--- config.mk ---
export PLATFORM = sky130hd
export DESIGN_NAME = audio_sample_quantize_pack_top
export DESIGN_NICKNAME = d
export VERILOG_FILES = /design/src/rtl/aqp_pkg.sv /design/src/rtl/audio_sample_quantize_pack_top.sv /design/src/rtl/aqp_quant.sv /design/src/rtl/aqp_serial.sv
export SDC_FILE = /design/constraint.sdc
export NUM_CORES = 1
export LEC_CHECK = 0
export ABC_AREA = 1
export ABC_CLOCK_PERIOD_IN_PS = 7820
export BUFFER_PORTS_ARGS = -buffer_cell sky130_fd_sc_hd__buf_2
export CORE_UTILIZATION = 55
export CTS_CLUSTER_SIZE = 30
export DETAILED_ROUTE_END_ITERATION = 12
export GPL_TIMING_DRIVEN = 0
export PLACE_DENSITY = 0.79
export SLEW_MARGIN = 20
export SYNTH_ARGS = -nofsm -noshare
export SYNTH_HDL_FRONTEND = slang
export SYNTH_SLANG_ARGS = --single-unit
export TNS_END_PERCENT = 50
--- constraint.sdc ---
create_clock -name clk -period 7.82 [get_ports clk]
set_clock_uncertainty 0.2 [all_clocks]
set_input_delay 1.564 -clock clk [delete_from_list [all_inputs] [get_ports clk]]
set_output_delay 1.564 -clock clk [all_outputs]
set_load 0.02 [all_outputs]
--- src/rtl/aqp_pkg.sv ---
// Package for the audio sample quantize and pack block.
// Holds the fixed-point constants, format codes and the word passed
// between the quantizer and the byte serializer. Depends on nothing.
`timescale 1ns / 1ps

package aqp_pkg;

  // Binary point of the incoming fixed-point sample (unity = 2^FRAC_BITS).
  localparam int FRAC_BITS = 24;
  localparam int SAMPLE_W  = 32;
  localparam int CNT_W     = 32;
  localparam int SUM_W     = SAMPLE_W + 2;

  // Saturation limit (all but the 32-bit format) and rounding constant for the 8- and 16-bit formats.
  localparam int SAT_LIM   = (1 << FRAC_BITS) - 1;
  localparam int RND_CONST = 1 << (FRAC_BITS - 16);

  // Right shift that brings the clamped value to each output depth.
  localparam int SHIFT_8   = FRAC_BITS - 8 + 1;
  localparam int SHIFT_16  = FRAC_BITS - 16 + 1;
  localparam int SHIFT_24  = FRAC_BITS - 24 + 1;

  localparam logic [CNT_W-1:0] CNT_MAX = '1;

  typedef enum logic [1:0] {
    FMT_8  = 2'd0,
    FMT_16 = 2'd1,
    FMT_24 = 2'd2,
    FMT_32 = 2'd3
  } fmt_e;

  // Configuration register indexes.
  localparam logic [7:0] CFG_IDX_FORMAT = 8'd0;
  localparam logic [7:0] CFG_IDX_STEREO = 8'd1;

  // One quantized sample on its way to the serializer.
  typedef struct packed {
    logic             load;       // word is handed over this cycle
    logic [31:0]      pcm_word;   // PCM value, low bytes meaningful
    logic [1:0]       top_idx;    // index of the most significant byte
    logic             clipped;
    logic [CNT_W-1:0] clip_total;
    logic [CNT_W-1:0] peak_clip;
    logic [CNT_W-1:0] frames_done;
  } quant_word_t;

endpackage

--- src/rtl/audio_sample_quantize_pack_top.sv ---
// Top level of the audio sample quantize and pack block: configuration
// registers plus the quantizer and serializer. Depends on aqp_pkg,
// aqp_quant and aqp_serial.
//
// Usage: each word on the in_ channel is one signed fixed-point sample
// (unity = 2^24). It is rounded (8- and 16-bit formats), saturated to
// +/-(2^24 - 1) (all but the 32-bit format), shifted down to the chosen
// depth and sent as 1 to 4 bytes, most significant first, on the out_
// channel; out_tlast marks the final byte of a sample. Every byte also
// carries the clip flag, the clip count, the peak clipped magnitude and
// the frame count as they stand after that sample.
// The cfg_ channel writes sample_format (index 0) and stereo_mode
// (index 1); unknown indexes are ignored. It is always ready; the user must
// write it only while the block is idle, as the block does not enforce this.
// A sample word is held in the input register and then loaded into the
// serializer, which presents its first byte; a busy serializer holds it in
// the input register. The byte-wide result channel sets the pace: a sample
// is 1, 2, 3 or 4 bytes for the 8-, 16-, 24- and 32-bit formats, and the next
// sample is quantized while the last byte of the previous one is sent.
// Reset (rst_n low, synchronous) empties both stages, clears all
// counters and the channel phase and sets the format to 16 bit, mono.
// When the receiver stalls, the current byte holds and the input register
// fills; in_tready then drops until the serializer can take the next word.
`timescale 1ns / 1ps

module audio_sample_quantize_pack_top (
  input  logic         clk,
  input  logic         rst_n,
  // Input sample words.
  input  logic         in_tvalid,
  output logic         in_tready,
  input  logic [31:0]  in_tdata,   // [31:0] sample_value (signed)
  // Output byte words.
  output logic         out_tvalid,
  input  logic         out_tready,
  // [7:0] out_byte, [8] sample_clipped, [40:9] clip_total,
  // [72:41] peak_clip, [104:73] frames_done, [111:105] zero
  output logic [111:0] out_tdata,
  output logic         out_tlast,  // last_byte
  // Configuration writes.
  input  logic         cfg_valid,
  output logic         cfg_ready,
  input  logic [7:0]   cfg_index,
  input  logic [7:0]   cfg_data
);
  import aqp_pkg::*;

  fmt_e        fmt_r;
  logic        stereo_r;
  logic        ser_ready;
  quant_word_t qword;

  // Configuration is a plain register write; it never stalls.
  assign cfg_ready = 1'b1;

  always_ff @(posedge clk) begin
    if (!rst_n) begin
      fmt_r    <= FMT_16;
      stereo_r <= 1'b0;
    end else if (cfg_valid && cfg_ready) begin
      if (cfg_index == CFG_IDX_FORMAT) begin
        fmt_r <= fmt_e'(cfg_data[1:0]);
      end else if (cfg_index == CFG_IDX_STEREO) begin
        stereo_r <= cfg_data[0];
      end
    end
  end

  aqp_quant u_quant (
    .clk       (clk),
    .rst_n     (rst_n),
    .fmt       (fmt_r),
    .stereo    (stereo_r),
    .in_tvalid (in_tvalid),
    .in_tready (in_tready),
    .in_tdata  (in_tdata),
    .ser_ready (ser_ready),
    .qword     (qword)
  );

  aqp_serial u_serial (
    .clk        (clk),
    .rst_n      (rst_n),
    .qword      (qword),
    .ser_ready  (ser_ready),
    .out_tvalid (out_tvalid),
    .out_tready (out_tready),
    .out_tdata  (out_tdata),
    .out_tlast  (out_tlast)
  );

endmodule

--- src/rtl/aqp_quant.sv ---
// Quantizer stage: input register, rounding, saturation, shift and the
// clip and frame statistics. Depends on aqp_pkg.
`timescale 1ns / 1ps

module aqp_quant (
  input  logic                 clk,
  input  logic                 rst_n,
  input  aqp_pkg::fmt_e        fmt,
  input  logic                 stereo,
  input  logic                 in_tvalid,
  output logic                 in_tready,
  input  logic [31:0]          in_tdata,
  input  logic                 ser_ready,
  output aqp_pkg::quant_word_t qword
);
  import aqp_pkg::*;

  logic                  s1_valid_r;
  logic [SAMPLE_W-1:0]   s1_sample_r;
  logic [CNT_W-1:0]      clip_cnt_r, clip_cnt_nxt;
  logic [CNT_W-1:0]      peak_r, peak_nxt;
  logic [CNT_W-1:0]      frame_cnt_r, frame_cnt_nxt;
  logic                  phase_r, phase_nxt;
  logic                  take;

  logic signed [SUM_W-1:0] lim_s, sum, sat;
  logic [SUM_W-1:0]        mag;
  logic                    over_hi, over_lo, clipped;
  logic [31:0]             pcm_word;
  logic [1:0]              top_idx;

  assign take      = s1_valid_r && ser_ready;
  assign in_tready = !s1_valid_r || ser_ready;

  always_comb begin
    lim_s   = SUM_W'(SAT_LIM);
    sum     = SUM_W'($signed(s1_sample_r));
    if (fmt == FMT_8 || fmt == FMT_16) begin
      sum = sum + SUM_W'(RND_CONST);
    end
    over_hi = sum > lim_s;
    over_lo = sum < -lim_s;
    mag     = over_hi ? sum : -sum;
    if (over_hi) begin
      sat = lim_s;
    end else if (over_lo) begin
      sat = -lim_s;
    end else begin
      sat = sum;
    end
    clipped = (fmt != FMT_32) && (over_hi || over_lo);

    case (fmt)
      FMT_8: begin
        pcm_word = 32'(sat >>> SHIFT_8);
        top_idx  = 2'd0;
      end
      FMT_16: begin
        pcm_word = 32'(sat >>> SHIFT_16);
        top_idx  = 2'd1;
      end
      FMT_24: begin
        pcm_word = 32'(sat >>> SHIFT_24);
        top_idx  = 2'd2;
      end
      default: begin
        pcm_word = s1_sample_r;
        top_idx  = 2'd3;
      end
    endcase

    clip_cnt_nxt = clip_cnt_r;
    peak_nxt     = peak_r;
    if (clipped) begin
      if (clip_cnt_r != CNT_MAX) begin
        clip_cnt_nxt = clip_cnt_r + 1'b1;
      end
      // The magnitude of a clipped value never exceeds 2^31 + 2^8 - 1.
      if (mag > SUM_W'(peak_r)) begin
        peak_nxt = mag[CNT_W-1:0];
      end
    end

    frame_cnt_nxt = frame_cnt_r;
    if (stereo) begin
      if (phase_r && frame_cnt_r != CNT_MAX) begin
        frame_cnt_nxt = frame_cnt_r + 1'b1;
      end
      phase_nxt = !phase_r;
    end else begin
      if (frame_cnt_r != CNT_MAX) begin
        frame_cnt_nxt = frame_cnt_r + 1'b1;
      end
      phase_nxt = 1'b0;
    end
  end

  always_comb begin
    qword.load        = take;
    qword.pcm_word    = pcm_word;
    qword.top_idx     = top_idx;
    qword.clipped     = clipped;
    qword.clip_total  = clip_cnt_nxt;
    qword.peak_clip   = peak_nxt;
    qword.frames_done = frame_cnt_nxt;
  end

  always_ff @(posedge clk) begin
    if (!rst_n) begin
      s1_valid_r  <= 1'b0;
      clip_cnt_r  <= '0;
      peak_r      <= '0;
      frame_cnt_r <= '0;
      phase_r     <= 1'b0;
    end else begin
      if (in_tvalid && in_tready) begin
        s1_valid_r <= 1'b1;
      end else if (take) begin
        s1_valid_r <= 1'b0;
      end
      if (take) begin
        clip_cnt_r  <= clip_cnt_nxt;
        peak_r      <= peak_nxt;
        frame_cnt_r <= frame_cnt_nxt;
        phase_r     <= phase_nxt;
      end
    end
  end

  always_ff @(posedge clk) begin
    if (in_tvalid && in_tready) begin
      s1_sample_r <= in_tdata;
    end
  end

endmodule

--- src/rtl/aqp_serial.sv ---
// Byte serializer: holds one quantized word and emits its bytes most
// significant first on the result channel. Depends on aqp_pkg.
`timescale 1ns / 1ps

module aqp_serial (
  input  logic                 clk,
  input  logic                 rst_n,
  input  aqp_pkg::quant_word_t qword,
  output logic                 ser_ready,
  output logic                 out_tvalid,
  input  logic                 out_tready,
  output logic [111:0]         out_tdata,
  output logic                 out_tlast
);
  import aqp_pkg::*;

  logic             valid_r;
  logic [1:0]       idx_r;
  logic [31:0]      word_r;
  logic             clipped_r;
  logic [CNT_W-1:0] clip_total_r, peak_r, frames_r;
  logic [7:0]       cur_byte;
  logic             last;

  assign last       = (idx_r == 2'd0);
  assign ser_ready  = !valid_r || (out_tready && last);
  assign cur_byte   = word_r[{idx_r, 3'b000} +: 8];
  assign out_tvalid = valid_r;
  assign out_tlast  = last;
  assign out_tdata  = {7'd0, frames_r, peak_r, clip_total_r, clipped_r, cur_byte};

  always_ff @(posedge clk) begin
    if (!rst_n) begin
      valid_r <= 1'b0;
      idx_r   <= 2'd0;
    end else begin
      if (qword.load) begin
        valid_r <= 1'b1;
        idx_r   <= qword.top_idx;
      end else if (valid_r && out_tready) begin
        if (last) begin
          valid_r <= 1'b0;
        end else begin
          idx_r <= idx_r - 1'b1;
        end
      end
    end
  end

  always_ff @(posedge clk) begin
    if (qword.load) begin
      word_r       <= qword.pcm_word;
      clipped_r    <= qword.clipped;
      clip_total_r <= qword.clip_total;
      peak_r       <= qword.peak_clip;
      frames_r     <= qword.frames_done;
    end
  end

endmodule
==> results of run 1 <==
[routing by layer]
| metal | routed length [µm] | global-route usage | share of wire | up-vias |
|---|---|---|---|---|
| met1 | 20400 | 0.430 | 0.42 | 7169 |
| li1 | - | - | - | 7435 |
| met2 | 23100 | 0.558 | 0.47 | 652 |
| met4 | 2240 | 0.158 | 0.046 | 0 |
| met5 | 0 | 0 | 0 | - |
| met3 | 3340 | 0.0414 | 0.068 | 137 |
[cells in the mapped netlist (2+ instances only)]
master | n | area (µm²)
a211oi_1 | 2 | 15.0
a21oi_1 | 136 | 681
a22oi_1 | 4 | 30.0
a31oi_1 | 5 | 31.3
buf_1 | 4 | 15.0
buf_2 | 16 | 80.1
buf_4 | 14 | 105
buf_6 | 4 | 45.0
clkbuf_1 | 53 | 199
clkinv_1 | 3 | 11.3
conb_1 | 2 | 7.51
dfxtp_1 | 104 | 2080
edfxtp_1 | 161 | 4830
ha_1 | 39 | 488
inv_1 | 313 | 1170
inv_2 | 8 | 30.0
nand2_1 | 538 | 2020
nand2_2 | 7 | 43.8
nand3_1 | 137 | 686
nand3b_1 | 6 | 45.0
nand4_1 | 49 | 307
nor2_1 | 163 | 612
nor2_2 | 2 | 12.5
nor2_4 | 3 | 33.8
nor3_1 | 27 | 135
nor3_2 | 4 | 40.0
nor3b_1 | 2 | 15.0
nor4_1 | 18 | 113
o2111ai_1 | 5 | 43.8
o211ai_1 | 11 | 82.6
o21ai_0 | 137 | 686
o21ai_1 | 72 | 360
o221ai_1 | 7 | 61.3
o22ai_1 | 8 | 50.1
or2_2 | 3 | 18.8
xnor2_1 | 4 | 35.0
xor2_1 | 58 | 508
[registers in the layout (all words and copies together) (netlist names), 32 cells and up]
signal                 count
u_quant.clip_cnt_r        32
u_quant.frame_cnt_r       32
u_quant.peak_r            32
u_quant.s1_sample_r       32
u_serial.clip_total_r     32
u_serial.frames_r         32
u_serial.peak_r           32
u_serial.word_r           32
[cell usage in the layout (no fill, tap or decap), types with 56 or more instances in the layout]
cell type	n
o21ai_1	72
inv_1	312
a21oi_1	136
xor2_1	58
nand2_1	538
dfxtp_1	104
clkbuf_1	56
buf_2	170
o21ai_0	137
nand3_1	137
edfxtp_1	161
nor2_1	163
[cell families (layout without fill, tap and decap cells)]
kind of cell,count (synthesis),count (layout),share of synthesized area
adders and majority gates,39,39,0.0308
DFF,265,265,0.436
buffers and inverters,415,623,0.105
AOI/OAI and AO/OA,393,393,0.132
other,2,8,0.000473
and+or+nand+nor,965,965,0.262
xor gates and xnor gates,62,62,0.0342
[metrics by stage]
stage | util | total power (µW) | cell area [µm²]
2_1_floorplan | - | 2220 | 15900
3_3_place_gp | 0.610 | 2450 | 17100
3_5_place_dp | 0.612 | 2470 | 17200
4_1_cts | 0.645 | 3790 | 18100
5_1_grt | 0.645 | 3940 | 18100
6_report | 0.645 | 3780 | 18100
[worst max-delay path, delay by kind of cell, from the launching register on]
family	cells	cell delay, ns
AO/OA/AOI/OAI	1	0.18
XOR/XNOR	1	0.63
adder cells (fa/ha/maj)	2	0.57
buffers and inverters	4	0.66
flip-flops	1	0.46
AND/OR/NAND/NOR	25	2.73
[layout make-up]
class	count	share of cell area
multi-input combinational	1467	0.404
sequential	265	0.382
inverter	324	0.0671
timing repair buffer	156	0.0452
clock buffer	35	0.0418
tap	378	0.0261
buffer	91	0.0247
clock inverter	17	0.00926
[where the power goes]
part	switching [µW]	internal, µW
logic	534	230
registers	74.5	1620
clock network	568	756
total	1180	2610
[path summary, 6_finish.rpt]
| path | to | slack [ns] | cells after the start |
|---|---|---|---|
| max | u_serial.peak_r[20] | 2.13 | 33 |
| min | u_serial.out_tvalid | 0.33 | 2 |
| max reg2reg | u_serial.peak_r[20] | 2.13 | 33 |
| min reg2reg | u_serial.out_tvalid | 0.33 | 2 |
==> flow_metrics.env, run 1 <==
export IMPL_start_util=0.565
export IMPL_drive_above_1_share=0.115
export IMPL_post_cts_buffers=0
export IMPL_grt_pass1_vias=14330
export IMPL_die_h_um=172
export IMPL_rsz0062_at_grt="no"
export IMPL_insertion_delay_ns=0.57
export IMPL_worstSetupEndpointType="register"
export IMPL_cp_slowest_cell="xor2_1"
export IMPL_p_leak_uw=0.00830
export IMPL_ys_seq_elements=265
export IMPL_cp_start_kind="register"
export IMPL_drt_initial_drc_count=1542
export IMPL_grt_antenna_before_repair=0
export IMPL_area_delta_synth_final_pct=14.2
export IMPL_layoutNonFillerInstCount=2733
export IMPL_critPathLaunch="u_quant.s1_sample_r[8]"
export IMPL_multi_input_area_mm2=0.00732
export IMPL_dp_cells=2681
export IMPL_fp_dieArea_mm2=0.0295
export IMPL_rows=61
export IMPL_portBuffers=154
export IMPL_synth_area_per_cell_um2=7.41
export IMPL_synth_warnings=0
export IMPL_outcome="completed"
export IMPL_worstHoldPathType="register to register"
export IMPL_die_w_um=172
export IMPL_place_gp_congestion=0.960
export IMPL_cts_hold_buf=0
export IMPL_fin_crit_sh=0.728
export IMPL_fillerInstances=2555
export IMPL_track_usage=0.334
export IMPL_dp_slack_ns=2.33
export IMPL_num_vias=15393
export IMPL_power_ir_vdd_worst_v=0.000169
export IMPL_clkTransAtPathRegs_ns=0.07
export IMPL_viasPerCell=5.63
export IMPL_htree_levels=1
export IMPL_core_area_mm2=0.0281
export IMPL_dr_pass1_iters=6
export IMPL_critPathKind="register to register"
export IMPL_clock_path_buffers=3
export IMPL_setup_ws_ns=2.13
export IMPL_cts_root_buf="clkbuf_16"
export IMPL_synth_edf_count=161
export IMPL_route_detailed_drc=0
export IMPL_ios=169
export IMPL_wire_per_inst_um=18.0
export IMPL_tightestPinTransition_ns=0.879
export IMPL_cts_tree="done"
export IMPL_grt_pass1_wl_um=75800
export IMPL_cp_max_fo=10
export IMPL_syn_area_mm2=0.0159
export IMPL_setup_viol=0
export IMPL_r2r_start="u_quant.s1_sample_r[8]"
export IMPL_setup_tns_ns=0
export IMPL_routed_wl_um=49100
export IMPL_power_density_mw_per_mm2=209
export IMPL_relSlewSlack=0.414
export IMPL_clock_sinks=265
export IMPL_max_stage_delay_ns=0.63
export IMPL_synth_seq_area_share=0.436
export IMPL_fmax_mhz=176
export IMPL_synth_cell_types=49
export IMPL_critPathArrivalTime_ns=5.79
export IMPL_regArea_mm2=0.00692
export IMPL_grt_max_degree=59
export IMPL_hold_start="u_quant.s1_valid_r"
export IMPL_drv_slew=0
export IMPL_maxCapViolCount=0
export IMPL_n_antenna_cell=0
export IMPL_grt_overflow=0
export IMPL_fin_nets=2425
export IMPL_fin_crit_ns=5.69
export IMPL_dp_hpwl_um=37200
export IMPL_whs_ns=0.332
export IMPL_cts_resized=0
export IMPL_synth_flop_cell="edfxtp_1"
export IMPL_async_reset_ff_frac=0
export IMPL_cts_buffers=28
export IMPL_ant_nets=0
export IMPL_required_ns=7.92
export IMPL_syn_instance_count=2141
export IMPL_hold_viol=0
export IMPL_cp_common_cell="nand2_1"
Power figures use the tool's default switching activity.
==> run 2, diff against run 1 <==
ABC_CLOCK_PERIOD_IN_PS = 5790   (was 7820)
clock period = 5.79 ns   (was 7.82 ns; I/O delays follow)
==> run 2 against run 1 <==
Setup slack got worse by 1.6 ns; flip-flop and latch count did not move; cell count did not move; sequential share of layout area barely moved; non-clock buffer count did not move; clock power rose by 34%; via count fell by 0.35%; wire length fell by 0.56%; power rose by 34%; sequential power rose by 36%; core utilization barely moved; largest cell class unchanged; largest power group unchanged; highest routed layer unchanged.
==> flow_metrics.env, run 2 (synthesized netlist as in run 1, its figures left out) <==
export IMPL_grt_antenna_before_repair=0
export IMPL_track_usage=0.332
export IMPL_p_leak_uw=0.00827
export IMPL_power_density_mw_per_mm2=281
export IMPL_setup_tns_ns=0
export IMPL_cp_common_cell="nand2_1"
export IMPL_whs_path_depth=2
export IMPL_cts_buffers=28
export IMPL_dp_hpwl_um=37300
export IMPL_critPathArrivalTime_ns=5.43
export IMPL_wire_per_inst_um=17.9
export IMPL_most_common_layout_cells="nand2_1 (536), inv_1 (312), buf_2 (170)"
export IMPL_fp_dieArea_mm2=0.0295
export IMPL_worstSetupEndpointType="register"
export IMPL_ant_nets=0
export IMPL_rsz0062_at_grt="no"
export IMPL_area_delta_synth_final_pct=14.1
export IMPL_grt_max_degree=92
export IMPL_fillerInstances=2568
export IMPL_whs_ns=0.336
export IMPL_n_antenna_cell=0
export IMPL_worstHoldPathType="register to register"
export IMPL_drive_above_1_share=0.114
export IMPL_layout_commonest_cell="nand2_1"
export IMPL_critPathKind="register to register"
export IMPL_clock_sinks=265
export IMPL_clock_path_buffers=3
export IMPL_outcome="completed"
export IMPL_start_util=0.565
export IMPL_multi_input_area_mm2=0.00734
export IMPL_ff2ff_path_depth=38
export IMPL_power_ir_vdd_worst_v=0.000241
export IMPL_tightestPinTransition_ns=1.08
export IMPL_clkTransAtPathRegs_ns=0.06
export IMPL_regArea_mm2=0.00692
export IMPL_die_h_um=172
export IMPL_drv_slew=0
export IMPL_viasPerCell=5.61
export IMPL_cp_slowest_cell="edfxtp_1"
export IMPL_die_w_um=172
export IMPL_required_ns=5.91
export IMPL_cp_max_fo=10
export IMPL_fin_crit_sh=0.917
export IMPL_grt_overflow=0
export IMPL_fmax_mhz=188
export IMPL_dr_pass1_iters=5
export IMPL_ios=169
export IMPL_portBuffers=154
export IMPL_cp_start_kind="register"
export IMPL_routed_wl_um=48800
export IMPL_num_vias=15339
export IMPL_place_gp_congestion=0.963
export IMPL_grt_pass1_vias=14327
export IMPL_insertion_delay_ns=0.56
export IMPL_cts_root_buf="clkbuf_16"
export IMPL_htree_levels=1
export IMPL_route_detailed_drc=0
export IMPL_hold_viol=0
export IMPL_cts_tree="done"
export IMPL_setup_viol=0
export IMPL_relSlewSlack=0.277
export IMPL_core_area_mm2=0.0281
export IMPL_maxCapViolCount=0
export IMPL_drt_initial_drc_count=1409
export IMPL_rows=61
export IMPL_grt_pass1_wl_um=75900
export IMPL_fin_nets=2425
export IMPL_fin_crit_ns=5.31
export IMPL_max_stage_delay_ns=0.45
==> run 2: path summary, 6_finish.rpt <==
path                     startpoint             endpoint  slack [ns]
min              u_quant.s1_valid_r  u_serial.out_tvalid        0.34
max          u_quant.s1_sample_r[8]  u_serial.peak_r[31]        0.48
min reg2reg      u_quant.s1_valid_r  u_serial.out_tvalid        0.34
max reg2reg  u_quant.s1_sample_r[8]  u_serial.peak_r[31]        0.48
==> run 2: per-stage QoR <==
| step | std cells | util | setup WS (ns) | cell area, µm² | total power (µW) |
|---|---|---|---|---|---|
| 2_1_floorplan | 2147 | - | 1.66 | 15900 | 3000 |
| 3_3_place_gp | 2679 | 0.610 | 0.330 | 17100 | 3310 |
| 3_5_place_dp | 2680 | 0.611 | 0.314 | 17200 | 3330 |
| 4_1_cts | 2732 | 0.643 | 0.277 | 18100 | 5090 |
| 5_1_grt | 2733 | 0.645 | 0.0446 | 18100 | 5310 |
| 6_report | 2733 | 0.645 | 0.480 | 18100 | 5080 |
==> run 2: report_power, final <==
| part | internal [µW] | leakage (µW) | switching [µW] |
|---|---|---|---|
| logic | 309 | 0.00545 | 719 |
| registers | 2190 | 0.00239 | 101 |
| clock network | 991 | 0.000435 | 775 |
==> run 2: layer usage <==
layer	track usage	wire length, µm
met5	0	0
met4	0.129	1930
met3	0.0389	3340
met2	0.572	23100
met1	0.426	20500
==> run 2: area by class of cell <==
class	count	share of cell area
Sequential cell	265	0.382
Buffer	91	0.0251
Inverter	324	0.0672
Multi-Input combinational cell	1467	0.405
Timing Repair Buffer	156	0.0445
Clock buffer	36	0.0426
Tap cell	378	0.0261
Clock inverter	16	0.00705
==> run 2: what timing repair did <==
action / CTS / global route
endpoints found under the hold margin: 0 / 0
buffers inserted: 0 / 1
hold buffers: 0 / 0
endpoints found under the setup margin: 0 / 64
gates resized for setup: 0 / 4
==> run 2: worst max-delay path: cells and delay by family (launching register included) <==
family,cells,cell delay (ns)
AO/OA/AOI/OAI,2,0.29
buffers and inverters,6,0.92
AND/OR/NAND/NOR,28,2.63
adder cells (fa/ha/maj),2,0.57
flip-flops,1,0.45
